File: src/design/positional_list_queue_engine_assert.svh
// ----------------------------------------------------------------------------
// Assertion macros for the positional list queue engine.
// Every check samples on the rising edge of clk and is held off during rst.
// ----------------------------------------------------------------------------
`ifndef POSITIONAL_LIST_QUEUE_ENGINE_ASSERT_SVH
`define POSITIONAL_LIST_QUEUE_ENGINE_ASSERT_SVH

// The condition must hold in the same cycle as the trigger.
`define PLQ_ASSERT_NOW(label, ante, cons, msg) \
  label: assert property (@(posedge clk) disable iff (rst) (ante) |-> (cons)) \
    else $error(msg);

// The condition must hold in the cycle after the trigger.
`define PLQ_ASSERT_NEXT(label, ante, cons, msg) \
  label: assert property (@(posedge clk) disable iff (rst) (ante) |=> (cons)) \
    else $error(msg);

`endif

File: src/design/plq_pkg.sv
// ----------------------------------------------------------------------------
// plq_pkg
// Command codes, field widths and the per-cell control word.
// ----------------------------------------------------------------------------
package plq_pkg;

  localparam int CMD_W = 3;
  localparam int POS_W = 6;

  localparam logic [CMD_W-1:0] CMD_APPEND      = 3'd0;
  localparam logic [CMD_W-1:0] CMD_INSERT_AT   = 3'd1;
  localparam logic [CMD_W-1:0] CMD_DELETE_LAST = 3'd2;
  localparam logic [CMD_W-1:0] CMD_DELETE_AT   = 3'd3;
  localparam logic [CMD_W-1:0] CMD_READ_AT     = 3'd4;
  localparam logic [CMD_W-1:0] CMD_READ_LAST   = 3'd5;
  localparam logic [CMD_W-1:0] CMD_DEQUEUE     = 3'd6;
  localparam logic [CMD_W-1:0] CMD_CLEAR       = 3'd7;

  // Broadcast to every cell for one beat.
  typedef struct packed {
    logic ins;  // open a slot at the target index, cells above take the left word
    logic del;  // close the slot at the target index, cells from it take the right word
    logic rd;   // cell at the read index drives its word onto the gather tree
  } plq_ctl_t;

endpackage

File: src/design/plq_cell.sv
// ----------------------------------------------------------------------------
// plq_cell
// One list slot: holds a word and shifts it to or from its neighbors.
// ----------------------------------------------------------------------------
module plq_cell
  import plq_pkg::*;
#(
  parameter int WORD_BITS = 32,
  parameter int IDX_W     = 7,
  parameter int INDEX     = 0
) (
  input  logic                 clk,
  input  plq_ctl_t             ctl,
  input  logic [IDX_W-1:0]     at_idx,
  input  logic [IDX_W-1:0]     rd_idx,
  input  logic [WORD_BITS-1:0] value,
  input  logic [WORD_BITS-1:0] left_word,
  input  logic [WORD_BITS-1:0] right_word,
  output logic [WORD_BITS-1:0] word,
  output logic [WORD_BITS-1:0] rd_word
);

  localparam logic [IDX_W-1:0] MY_IDX = IDX_W'(INDEX);

  always_ff @(posedge clk) begin
    if (ctl.ins) begin
      if (MY_IDX == at_idx) begin
        word <= value;
      end else if (MY_IDX > at_idx) begin
        word <= left_word;
      end
    end else if (ctl.del) begin
      if (MY_IDX >= at_idx) begin
        word <= right_word;
      end
    end
  end

  assign rd_word = (ctl.rd && (MY_IDX == rd_idx)) ? word : '0;

endmodule

File: config.mk
export PLATFORM = sky130hd
export DESIGN_NAME = plq_cell
export DESIGN_NICKNAME = d
export VERILOG_FILES = /design/src/design/positional_list_queue_engine_assert.svh /design/src/design/plq_pkg.sv /design/src/design/plq_cell.sv
export SDC_FILE = /design/constraint.sdc
export NUM_CORES = 1
export LEC_CHECK = 0
export BUFFER_PORTS_ARGS = -buffer_cell sky130_fd_sc_hd__clkbuf_2
export CORE_UTILIZATION = 34
export CTS_CLUSTER_DIAMETER = 50
export CTS_CLUSTER_SIZE = 16
export DETAILED_ROUTE_END_ITERATION = 10
export GPL_TIMING_DRIVEN = 0
export MAX_ROUTING_LAYER = met4
export PLACE_DENSITY = 0.88
export SYNTH_ARGS = -nofsm -noshare
export SYNTH_HDL_FRONTEND = slang
export SYNTH_SLANG_ARGS = --single-unit
File: constraint.sdc
create_clock -name clk -period 4 [get_ports clk]
set_input_delay 0.8 -clock clk [delete_from_list [all_inputs] [get_ports clk]]
set_output_delay 0.8 -clock clk [all_outputs]
set_load 0.05 [all_outputs]
**Word-level counts from Yosys, hierarchy flattened**

Cells that the tools add are included.

- Register bits: 32
- Word-level logic and storage cells: 16
- Output and inout port bits: 64

- Mux-type cells: 6
- Reduce and logical (&&, ||, !) cells: 6
- Order comparisons: 2
- Equality and inequality tests: 1

Operator list:

| operator | number |
|---|---|
| two-way mux 32 bit | 6 |
| logical NOT 7 bit | 2 |
| >= comparator 1 x 7 -> 1 bit, first input constant | 1 |
| greater-than comparator 1 x 7 -> 1 bit, first input constant | 1 |
| nonzero test 2 bit | 2 |
| inequality test 3 x 1 -> 1 bit, second input constant | 1 |
| AND reduction 3 bit | 1 |
| logical AND 1 bit | 1 |

**Longest topological paths before layout**

Gate-level depths: netlist (run 1).

- Depth after elaboration: 4
- Depth in mapped cells: 4
- Gate-level depth less buffers: 3

**Worst setup path after synthesis (run 1)**

OpenSTA, ideal clock, no wires.

- Kind: input to register
- Start: input at_idx[4]
- End: register word[0], enable pin
- Setup slack: -0.234 ns
- Required time: 3.539 ns
- Arrival time: 3.773 ns
- Stages: 3
- Buffers on the path: 1
- Setup time: 0.461 ns
- Path through: or4_4 > buf_6 > nor3_1

- Longest elaborated chain between the ends: 3

RTL lines:

| element | line | source |
|---|---|---|
| from (decl) | plq_cell.sv:14 | `input logic [IDX_W-1:0] at_idx,` |
| greater-than comparator 1 x 7 -> 1 bit, or another cell as far along | plq_cell.sv:29 | `end else if (MY_IDX > at_idx) begin` |
| inequality test 3 x 1 -> 1 bit (no source line) / nonzero test 2 bit (equally long branches) | -- |  |
| AND reduction 3 bit (no source line) (*) | -- |  |
| to (signal assigned) | plq_cell.sv:28 | `word <= value;` |
| to (signal assigned) | plq_cell.sv:30 | `word <= left_word;` |
| to (signal assigned) | plq_cell.sv:34 | `word <= right_word;` |
| to (decl) | plq_cell.sv:19 | `output logic [WORD_BITS-1:0] word,` |

Every way passes the cells marked *; elsewhere a longest branch is shown, timed or not.
A chain may end at the register's enable or synchronous reset.

**Worst setup path in the final report (run 1)**

- Start: input rd_idx[0]
- End: output rd_word[10]

- Longest elaborated chain between the ends: 3

RTL lines:

| element | line | source |
|---|---|---|
| from (decl) | plq_cell.sv:15 | `input logic [IDX_W-1:0] rd_idx,` |
| logical NOT 7 bit | plq_cell.sv:39 | `assign rd_word = (ctl.rd && (MY_IDX == rd_idx)) ? word : '0;` |
| logical AND 1 bit | plq_cell.sv:39 |  |
| two-way mux 32 bit | plq_cell.sv:39 |  |
| to (decl) | plq_cell.sv:20 | `output logic [WORD_BITS-1:0] rd_word` |

No other way between the ends.

==> impl_summary.log, run 1 <==
[metrics] Post-Synthesis Cell Area: roughly 2000 sq um
[metrics] per-cell routed wire length: 15.26 um
[metrics] final net count: 522
[metrics] layout cell share with drive strength beyond 1: 47.68%
[metrics] initial core utilization: 35.70%
[metrics] Gates resized, CTS repair: 0
[metrics] Setup WS post-layout: between 0.7 and 0.8 ns
[metrics] setup TNS after final layout: 0 ns
[metrics] CTS hold repair buffers: 0
[metrics] post-synthesis cell type with the largest combined area: edfxtp_1
[metrics] Detailed Route WL: 7.340 mm
[metrics] synthesized net count: 337
[metrics] number of distinct standard cells referenced by the synthesized netlist: 19
[metrics] most used standard cell by instance count after synthesis: nor2_1
[metrics] clock tree from TritonCTS: done
[metrics] final hold vios: 0
[metrics] largest registers: word: 32 flops
[metrics] fill cell total of the finished layout: 519
[metrics] full die area: 6127 sq um
[metrics] PD cells: 244.8 nW/um^2
[metrics] slowest library cell on the worst path: clkbuf_1
[metrics] largest net degree at the start of global routing: 18
[metrics] pins over their slew limit: 0
[metrics] Total Power Consumption: 0.7524 mW
[metrics] Num CTS Buffers: 5
[metrics] GR Overflow Total: 0
[metrics] max FFs per register: 32
[metrics] Rel. slew slack: 40.51%
[metrics] via density per instance: between 5 and 6
[metrics] startpoint kind of the worst setup timing path: input pin
[metrics] class of the tightest hold or removal check: in2reg
[metrics] share of the synthesized area in the top cell type: roughly half
[metrics] number of enable flip-flop cells after synthesis: 32
[metrics] number of global-route vias before repair: ~2.4k
[metrics] antenna diode count: 0
[metrics] count of antenna-violating nets left after detailed routing: 0
[metrics] # clock sinks: 32
[metrics] top-level port count: 178
[metrics] number of register bits inferred by synthesis: 32
[metrics] Hold Path Origin: right_word[1]
[metrics] number of warnings reported in the yosys synthesis log: 0
[metrics] post-layout minimum cycle time: 3.242 ns
[metrics] clock slew at reported path FFs: 0.07 ns
[metrics] clock tree buffer depth: 2
[metrics] total setup violations reported at the end of the flow: 0
[metrics] crit path kind: in2out
[metrics] postcts setup bufs: 0
[metrics] final worst-path cycle share: approximately four fifths
[metrics] kind of capture point of the worst setup path: output pin
[metrics] standard-cell rows: 27
[metrics] most used flip-flop cell after synthesis: edfxtp_1
[metrics] post-route DRC violation count: 0
[metrics] total global routing track utilization: 24.34%
[metrics] synth-to-layout area growth: 55.34%
[metrics] Buffers on Ports: 177
[metrics] initial antenna violation count: 0
[metrics] root buf cell: clkbuf_8
[metrics] max-cap violation count: 0
[metrics] gate count of the mapped netlist: 223
[metrics] list of most frequent post-synthesis cells: 34 x nor2_1, 32 x a31oi_1, 32 x and2_1, 32 x edfxtp_1, 29 x o21ai_1
[metrics] largest stage delay on the critical path: 0.42 ns
[metrics] H-tree levels: 2
[metrics] endpoint of the worst hold-timing path: word[1]
[metrics] peak supply drop: 0.1154 mV
[metrics] Max FO, Critical Path: 10
[metrics] most prevalent standard cell on the critical path: clkbuf_2
[metrics] mean cell area of the mapped netlist: around 8.9 sq um
[metrics] signal arrival time at the worst endpoint: ~2.4 ns
[metrics] fraction of the yosys area taken by sequential cells: 48.58%
[metrics] status: completed
[metrics] static leakage: 1.458 nW
[metrics] half-perimeter wire length after placement: slightly below 6 mm
[metrics] placeable core region: 5540 sq um
[metrics] first-pass iteration count of the detailed router: 4
[metrics] transition at the pin with the smallest max-transition slack: 0.8894 ns
[metrics] worst hold stages: 3
[metrics] Most flops, register: word
[metrics] async set-reset flop share out of synthesis: 0%
[metrics] final weighted congestion in routability-driven placement: 0.7878
[metrics] critical path required time: ~3.2 ns
[metrics] leading post-synthesis cells by cell area: edfxtp_1 49%, a31oi_1 10%, and2_1 10%
[metrics] overall die width: 78.28 um
[metrics] global-route wire length before repair: 11.14 mm
[metrics] overall die height: 78.28 um
[metrics] DP Worst Slack: 0.7430 ns
[metrics] unrepaired setup endpoints after global routing: false
[metrics] maximum operating frequency: 308.5 MHz
[metrics] crit path cell chain: clkbuf_2 > nor4_1 > and4b_1 > clkbuf_1 > and2_1 > clkbuf_2
[metrics] Vias: 2517
[metrics] drt initial violations: 130
[critical path, delay by kind of cell]
| kind | cells | cell delay [ns] |
|---|---|---|
| AND/OR/NAND/NOR | 3 | 0.83 |
| buffers and inverters | 3 | 0.80 |
[cell type report]
cell class / instances / area [sq um] / area share [%]
inverters: 1 / 3.754 / 0.1221
flip-flops and latches: 32 / 960.9 / 31.27
plain buffers: 21 / 108.9 / 3.542
clock buffers: 7 / 76.32 / 2.484
multi-input cells: 169 / 915.9 / 29.80
clock inverters: 1 / 3.754 / 0.1221
well taps: 72 / 90.09 / 2.932
repair buffers: 178 / 913.4 / 29.72
[where the power goes]
group          leakage (nW)  switching [mW]  internal, mW
registers             0.298        0.000917         0.374
clock network        0.0399           0.116         0.121
logic                  1.12          0.0744        0.0668
total                  1.46           0.191         0.561
[metrics by stage]
stage	hold WS [ns]	cells	instance area (sq um)	util (%)
2_1_floorplan	1.025	223	1983	-
3_3_place_gp	1.119	472	2959	53.41
3_5_place_dp	1.128	473	2993	54.02
4_1_cts	0.8351	481	3073	55.47
5_1_grt	0.8482	481	3073	55.47
6_report	0.8426	481	3073	55.47
[cells in the final DEF, fill, tap and decap left out, drive strengths merged]
cell and n:
or4 1, nor3 2, and4b 1, nor4 2
edfxtp 32, a21oi 27, a31oi 32, clkinv 2
or3 1, clkbuf 195, o21ai 32, buf 11
nor2 34, nand3 5, and2 32
[metal layers]
metal	vias up	track usage (%)	part of all wire [%]	routed length [um]
met5	-	-	0	0
met1	1140	26.63	38	2804
li1	1193	-	-	-
met3	22	4.419	7.3	533
met2	162	42.98	52	3788
met4	0	10.93	2.9	214
[worst max-delay path by stage]
stage               startpoint     endpoint  slack [ns]
floorplan            at_idx[4]      word[0]        0.74
global placement     at_idx[3]     word[10]        0.09
detailed placement   rd_idx[0]  rd_word[10]        0.74
CTS                  rd_idx[0]  rd_word[10]        0.74
global route         rd_idx[1]   rd_word[7]        0.70
finish               rd_idx[0]  rd_word[10]        0.76
[cells by family after synthesis]
kind of cell           count (synthesis)  synth area share, %
AOI/OAI and AO/OA                     91                25.05
buffers and inverters                 22                5.692
DFF                                   32                48.58
and+or+nand+nor                       78                20.68
Power figures use the tool's default switching activity.
==> run 2, diff against run 1 <==
- ABC_AREA: not set -> 1
- CORE_UTILIZATION: 34 -> 35
- PLACE_DENSITY: 0.88 -> 0.83
- clock period: 4 -> 2.7 ns (I/O delays scaled with it)
==> run 2 against run 1 <==
Net effect:
- sequential cell count unchanged
- critical path depth unchanged
- count of clock-buffer cells in the layout decreased by 1
- first-iteration DRC count decreased by 45%
==> impl_summary.log, run 2 <==
[metrics] status: completed (unchanged)
[metrics] placeable core region: 6982 sq um (was 5540 sq um)
[metrics] peak supply drop: 0.1617 mV (was 0.1154 mV)
[metrics] antenna diode count: 0 (unchanged)
[metrics] Num CTS Buffers: 5 (unchanged)
[metrics] top-level port count: 178 (unchanged)
[metrics] standard-cell rows: 30 (was 27)
[metrics] crit path cell chain: clkbuf_2 > nor3_2 > nand4_2 > buf_6 > nor2_1 > clkbuf_2 (was clkbuf_2 > nor4_1 > and4b_1 > clkbuf_1 > and2_1 > clkbuf_2)
[metrics] layout cell share with drive strength beyond 1: 46.51% (was 47.68%)
[metrics] Rel. slew slack: 40.89% (was 40.51%)
[metrics] initial core utilization: 37.08% (was 35.70%)
[metrics] switching share of power: 26.38% (was 25.38%)
[metrics] clock tree from TritonCTS: done (unchanged)
[metrics] Post-Synthesis Cell Area: 2589 sq um (was 1978 sq um)
[metrics] H-tree levels: 2 (unchanged)
[metrics] post-route DRC violation count: 0 (unchanged)
[metrics] reported net switching power: 0.3025 mW (was 0.1909 mW)
[metrics] number of warnings reported in the yosys synthesis log: 0 (unchanged)
[metrics] number of enable flip-flop cells after synthesis: 32 (unchanged)
[metrics] worst hold slack after final layout: 0.5346 ns (was 0.8426 ns)
[metrics] leading post-synthesis cells by cell area: edfxtp_1 37%, inv_1 14%, nand3_1 12% (was edfxtp_1 49%, a31oi_1 10%, and2_1 10%)
[metrics] Gates resized, CTS repair: 0 (unchanged)
[metrics] largest stage delay on the critical path: 0.29 ns (was 0.42 ns)
[metrics] largest net degree at the start of global routing: 18 (unchanged)
[metrics] slowest library cell on the worst path: clkbuf_2 (was clkbuf_1)
[metrics] Crit path max-delay family: buffers and inverters (was simple AND/OR/NAND/NOR gates)
[metrics] max FFs per register: 32 (unchanged)
[metrics] maximum operating frequency: 449.1 MHz
[metrics] Most flops, register: word (unchanged)
[metrics] mean cell area of the mapped netlist: 7.191 sq um (was 8.871 sq um)
[metrics] signal arrival time at the worst endpoint: 1.69 ns (was 2.44 ns)
[metrics] endpoint of the worst hold-timing path: word[11] (was word[1])
[metrics] static leakage: 2.211 nW (was 1.458 nW)
[metrics] most used flip-flop cell after synthesis: edfxtp_1 (unchanged)
[metrics] half-perimeter wire length after placement: 6.430 mm (was 5.799 mm)
[metrics] number of distinct standard cells referenced by the synthesized netlist: 19 (unchanged)
[metrics] share of the synthesized area in the top cell type: 37.12% (was 48.58%)
[metrics] Hold Path Origin: right_word[11] (was right_word[1])
[metrics] sequential fraction of design power: 48.4% (was 49.8%)
[metrics] kind of capture point of the worst setup path: output pin (unchanged)
[metrics] most used standard cell by instance count after synthesis: inv_1 (was nor2_1)
[metrics] transition at the pin with the smallest max-transition slack: 0.8838 ns (was 0.8894 ns)
[metrics] fraction of the yosys area taken by sequential cells: 37.12% (was 48.58%)
[metrics] post-layout minimum cycle time: ~2.2 ns
[metrics] overall die height: 88 um (was 78.28 um)
[metrics] max-cap violation count: 0 (unchanged)
[metrics] pins over their slew limit: 0 (unchanged)
[metrics] count of antenna-violating nets left after detailed routing: 0 (unchanged)
[metrics] synth-to-layout area growth: 43.16% (was 55.34%)
[metrics] final worst-path cycle share: 82.46%
[metrics] synthesized net count: 474 (was 337)
[metrics] post-synthesis cell type with the largest combined area: edfxtp_1 (unchanged)
[metrics] final weighted congestion in routability-driven placement: 0.8381 (was 0.7878)
[metrics] worst hold stages: 3 (unchanged)
[metrics] async set-reset flop share out of synthesis: 0% (unchanged)
[metrics] Detailed Route WL: 7.696 mm (was 7.340 mm)
[metrics] full die area: 7744 sq um (was 6127 sq um)
[metrics] class of the tightest hold or removal check: in2reg (unchanged)
[metrics] list of most frequent post-synthesis cells: 97 x inv_1, 65 x nand2_1, 64 x nand3_1, 32 x edfxtp_1 (was 34 x nor2_1, 32 x a31oi_1, 32 x and2_1, 32 x edfxtp_1, 29 x o21ai_1)
[metrics] via density per instance: 4.427 (was 5.233)
[metrics] drt initial violations: 72 (was 130)
[metrics] placed cell count: 633 (was 473)
[metrics] gate count of the mapped netlist: 360 (was 223)
[metrics] most used cells in the layout excluding fill and tap cells: 176 x clkbuf_2, 97 x inv_1, 65 x nand2_1 (was 177 x clkbuf_2, 34 x nor2_1, 32 x a31oi_1, 32 x and2_1, 32 x edfxtp_1)
[metrics] Power Internal: 0.8441 mW (was 0.5615 mW)
[metrics] largest registers: word: 32 flops (unchanged)
[metrics] Vias: 2833 (was 2517)
[metrics] startpoint kind of the worst setup timing path: input pin (unchanged)
[metrics] most prevalent standard cell on the critical path: clkbuf_2 (unchanged)
[metrics] root buf cell: clkbuf_8 (unchanged)
[metrics] Buffers on Ports: 176 (was 177)
[metrics] clock tree buffer depth: 2 (unchanged)
[metrics] initial antenna violation count: 0 (unchanged)
[metrics] total global routing track utilization: 20.53% (was 24.34%)
[metrics] crit path kind: in2out (unchanged)
[metrics] first-pass iteration count of the detailed router: 5 (was 4)
[metrics] final hold vios: 0 (unchanged)
[metrics] unrepaired setup endpoints after global routing: false (unchanged)
[metrics] final std cells w/o fill: 640 (was 481)
[metrics] GR Overflow Total: 0 (unchanged)
[metrics] per-cell routed wire length: 12.03 um (was 15.26 um)
[metrics] total setup violations reported at the end of the flow: 0 (unchanged)
[metrics] Max FO, Critical Path: 10 (unchanged)
[metrics] critical path required time: 2.16 ns (was 3.20 ns)
[metrics] most frequent standard cell in the layout excluding fill and tap cells: clkbuf_2 (unchanged)
[metrics] final net count: 658 (was 522)
[metrics] overall die width: 88 um (was 78.28 um)
[metrics] number of buffers and inverters on the critical path: 3 (unchanged)
[metrics] PD cells: 309.4 nW/um^2 (was 244.8 nW/um^2)
[metrics] # clock sinks: 32 (unchanged)
[metrics] global-route wire length before repair: 11.87 mm (was 11.14 mm)
[metrics] postcts setup bufs: 0 (unchanged)
[metrics] part of the power in the clock network: 29.4% (was 31.4%)
[metrics] CTS hold repair buffers: 0 (unchanged)
[metrics] number of global-route vias before repair: 2730 (was 2406)
[metrics] clock slew at reported path FFs: 0.06 ns (was 0.07 ns)
[metrics] combinational power share: 22.2% (was 18.8%)
[metrics] number of register bits inferred by synthesis: 32 (unchanged)
## run 2: cell types whose count changed in the layout (fill, tap and decap cells not counted), moves of 3 or more
cell and change:
o21ai_2 +29, a21oi_1 -27, buf_6 +9, nand2_1 +65, buf_4 +3, nand3_1 +59, a31oi_1 -32, nor2_2 +9
inv_2 +3, inv_1 +97, clkbuf_1 -12, o21ai_1 -29, nor2_1 -5, and2_1 -32
## run 2: final cells by class
| type | instances | area (sq um) |
|---|---|---|
| plain buffers | 22 | 192.7 |
| clock buffers | 6 | 72.57 |
| clock inverters | 1 | 5.005 |
| fillers | 682 | 3276 |
| inverters | 101 | 380.4 |
| multi-input cells | 205 | 1066 |
| flip-flops and latches | 32 | 960.9 |
| well taps | 96 | 120.1 |
| repair buffers | 177 | 908.4 |
## run 2: logic make-up after synthesis
logic type,Yosys count,share of synthesized area (%)
AND/OR/NAND/NOR,173,30.35
buffers and inverters,123,22.14
flip-flops,32,37.12
AO/OA/AOI/OAI,32,10.39
## run 2: layer usage
metal | track usage (%) | part of all wire [%] | wire length, um | vias up
met4 | 8.495 | 1.8 | 140 | 0
met2 | 36.93 | 52 | 3978 | 139
met1 | 23.03 | 41 | 3149 | 1219
li1 | - | - | - | 1459
met3 | 2.168 | 5.6 | 428 | 16
met5 | - | 0 | 0 | -
## run 2: power groups by stage
stage | registers (mW) | logic, mW | clock network [mW]
after global placement | 0.566 | 0.247 | 0
after detailed placement | 0.566 | 0.254 | 0
after CTS | 0.555 | 0.255 | 0.350
after global routing | 0.555 | 0.284 | 0.372
after floorplan | 0.575 | 0.129 | 0
final | 0.555 | 0.255 | 0.337
## run 2: worst max-delay path by stage
stage,startpoint,end,slack [ns],cells after the start
3_3_place_gp,at_idx[6],word[17],-0.55,5
6_report,rd_idx[5],rd_word[7],0.47,6
5_1_grt,rd_idx[5],rd_word[10],0.37,6
3_5_place_dp,at_idx[6],word[19],0.36,6
4_1_cts,rd_idx[5],rd_word[7],0.41,6
2_1_floorplan,at_idx[6],word[0],0.09,4
## run 2: stage by stage
step	instance area (sq um)	total power, mW	TNS, ns	util, %	setup WS [ns]
2_1_floorplan	2594	0.7032	0	-	0.08700
3_3_place_gp	3595	0.8126	-17.68	51.49	-0.5536
3_5_place_dp	3628	0.8193	0	51.97	0.3567
4_1_cts	3706	1.160	0	53.08	0.4144
5_1_grt	3706	1.211	0	53.08	0.3692
6_report	3706	1.147	0	53.08	0.4736
==> run 3, diff against run 2 <==
- PLACE_DENSITY: 0.83 -> 0.81
- clock period: 2.7 -> 2.1 ns (I/O delays scaled with it)
==> run 3 against run 2 <==
Net effect:
- worst setup slack worse by 0.35 ns
- non-clock buffer count unchanged
- critical path depth unchanged
- count of clock-buffer cells in the layout increased by 1
- critical endpoint is now rd_word[27]
- largest power group unchanged
==> impl_summary.log, run 3 (synthesis results as in run 2) <==
[metrics] status: completed (unchanged)
[metrics] unrepaired setup endpoints after global routing: false (unchanged)
[metrics] per-cell routed wire length: 12.10 um (was 12.03 um)
[metrics] Worst setup startpoint: rd_idx[5] (unchanged)
[metrics] final worst-path cycle share: 94.05%
[metrics] crit path cell chain: clkbuf_2 > nor3_2 > nand4_2 > buf_6 > nor2_1 > clkbuf_2 (unchanged)
[metrics] startpoint kind of the worst setup timing path: input pin (unchanged)
[metrics] initial antenna violation count: 0 (unchanged)
[metrics] Most flops, register: word (unchanged)
[metrics] final hold vios: 0 (unchanged)
[metrics] number of global-route vias before repair: 2736 (was 2730)
[metrics] setup TNS after final layout: 0 ns (unchanged)
[metrics] combinational power share: 21.6% (was 22.2%)
[metrics] sequential standard cell area: 960.9 sq um (unchanged)
[metrics] standard-cell rows: 30 (unchanged)
[metrics] final instance area: 3709 sq um (was 3706 sq um)
[metrics] placed cell count: 633 (unchanged)
[metrics] sequential fraction of design power: 47.7% (was 48.4%)
[metrics] total setup violations reported at the end of the flow: 0 (unchanged)
[metrics] pins over their slew limit: 0 (unchanged)
[metrics] H-tree levels: 2 (unchanged)
[metrics] antenna diode count: 0 (unchanged)
[metrics] max FFs per register: 32 (unchanged)
[metrics] clock tree from TritonCTS: done (unchanged)
[metrics] signal arrival time at the worst endpoint: 1.56 ns (was 1.69 ns)
[metrics] global-route wire length before repair: 11.90 mm (was 11.87 mm)
[metrics] CTS hold repair buffers: 0 (unchanged)
[metrics] largest registers: word: 32 flops (unchanged)
[metrics] overall die width: 88 um (unchanged)
[metrics] # clock sinks: 32 (unchanged)
[metrics] largest net degree at the start of global routing: 20 (was 18)
[metrics] slowest library cell on the worst path: clkbuf_2 (unchanged)
[metrics] post-route DRC violation count: 0 (unchanged)
[metrics] critical path required time: 1.68 ns (was 2.16 ns)
[metrics] Buffers on Ports: 176 (unchanged)
[metrics] postcts setup bufs: 0 (unchanged)
[metrics] Vias: 2935 (was 2833)
[metrics] post-layout minimum cycle time: 1.975 ns
[metrics] static leakage: 2.210 nW (was 2.211 nW)
[metrics] count of antenna-violating nets left after detailed routing: 0 (unchanged)
[metrics] reported net switching power: 0.4044 mW (was 0.3025 mW)
[metrics] Hold Path Origin: right_word[1] (was right_word[11])
[metrics] first-pass iteration count of the detailed router: 4 (was 5)
[metrics] Setup WS post-layout: 0.1249 ns (was 0.4736 ns)
[metrics] drt initial violations: 165 (was 72)
[metrics] overall die height: 88 um (unchanged)
[metrics] initial core utilization: 37.08% (unchanged)
[metrics] Max FO, Critical Path: 10 (unchanged)
[metrics] most prevalent standard cell on the critical path: clkbuf_2 (unchanged)
[metrics] placeable core region: 6982 sq um (unchanged)
[metrics] final weighted congestion in routability-driven placement: 0.7915 (was 0.8381)
[metrics] switching share of power: 27.05% (was 26.38%)
[metrics] Num CTS Buffers: 5 (unchanged)
[metrics] kind of capture point of the worst setup path: output pin (unchanged)
[metrics] DP Worst Slack: -0.1129 ns (was 0.3567 ns)
[metrics] clock slew at reported path FFs: 0.07 ns (was 0.06 ns)
[metrics] final net count: 658 (unchanged)
[metrics] total global routing track utilization: 20.63% (was 20.53%)
[metrics] placement-stage cell area: 3628 sq um (unchanged)
[metrics] final core utilization: 53.12% (was 53.08%)
[metrics] part of the power in the clock network: 30.6% (was 29.4%)
[metrics] final std cells w/o fill: 641 (was 640)
[metrics] PD cells: 403.1 nW/um^2 (was 309.4 nW/um^2)
[metrics] Rel. slew slack: 47.98% (was 40.89%)
[metrics] root buf cell: clkbuf_8 (unchanged)
[metrics] layout cell share with drive strength beyond 1: 46.24% (was 46.51%)
[metrics] maximum operating frequency: approximately 510 MHz
[metrics] Gates resized, CTS repair: 0 (unchanged)
[metrics] most used cells in the layout excluding fill and tap cells: 176 x clkbuf_2, 97 x inv_1, 65 x nand2_1 (unchanged)
[metrics] class of the tightest hold or removal check: in2reg (unchanged)
[metrics] worst hold slack after final layout: 0.4064 ns (was 0.5346 ns)
[metrics] max-cap violation count: 0 (unchanged)
[metrics] Detailed Route WL: 7.756 mm (was 7.696 mm)
[metrics] transition at the pin with the smallest max-transition slack: 0.7778 ns (was 0.8838 ns)
[metrics] Total Power Consumption: 1.495 mW (was 1.147 mW)
[metrics] crit path kind: in2out (unchanged)
[metrics] top-level port count: 178 (unchanged)
[metrics] Power Internal: 1.091 mW (was 0.8441 mW)
[metrics] full die area: 7744 sq um (unchanged)
[metrics] GR Overflow Total: 0 (unchanged)
[metrics] largest stage delay on the critical path: 0.29 ns (about the same)
[metrics] clock tree buffer depth: 2 (unchanged)
[metrics] multi-input combinational cell area: 1066 sq um (unchanged)
[metrics] most frequent standard cell in the layout excluding fill and tap cells: clkbuf_2 (unchanged)
[metrics] via density per instance: 4.579 (was 4.427)
[metrics] peak supply drop: 0.1958 mV (was 0.1617 mV)
[metrics] fill cell total of the finished layout: 706 (was 682)
[metrics] synth-to-layout area growth: 43.26% (was 43.16%)
[metrics] half-perimeter wire length after placement: 6.221 mm (was 6.430 mm)
-- run 3: cell count changes in the layout (fill, tap and decap cells not counted), sizes merged --
cell / delta
clkbuf: +1
-- run 3: final cells by class --
class,count,area share [%]
multi-input combinational,205,28.74
sequential,32,25.91
timing repair buffer,177,24.49
inverter,101,10.26
buffer,22,5.196
tap,96,3.239
clock buffer,7,2.058
clock inverter,1,0.1012
-- run 3: power by group through the flow --
stage	registers [mW]	logic (mW)	clock network (mW)
after floorplan	0.739	0.166	0
after global placement	0.727	0.316	0
after detailed placement	0.727	0.324	0
after CTS	0.713	0.326	0.473
after global routing	0.713	0.362	0.506
final	0.713	0.324	0.458
-- run 3: worst paths after layout --
path,endpoint,depth (start not counted)
hold / removal,word[1],3
setup / recovery,rd_word[27],6
-- run 3: worst max-delay path, delay by kind of cell --
kind                   cells  cell delay [ns]
buffers and inverters      3             0.61
and+or+nand+nor            3             0.52
-- run 3: metal layers --
layer	vias to the layer above	global-route usage, %	wire length, um
li1	1466	-	-
met1	1324	22.90	3186
met2	137	37.49	4094
met3	8	3.487	396
met4	0	6.259	79
met5	-	-	0
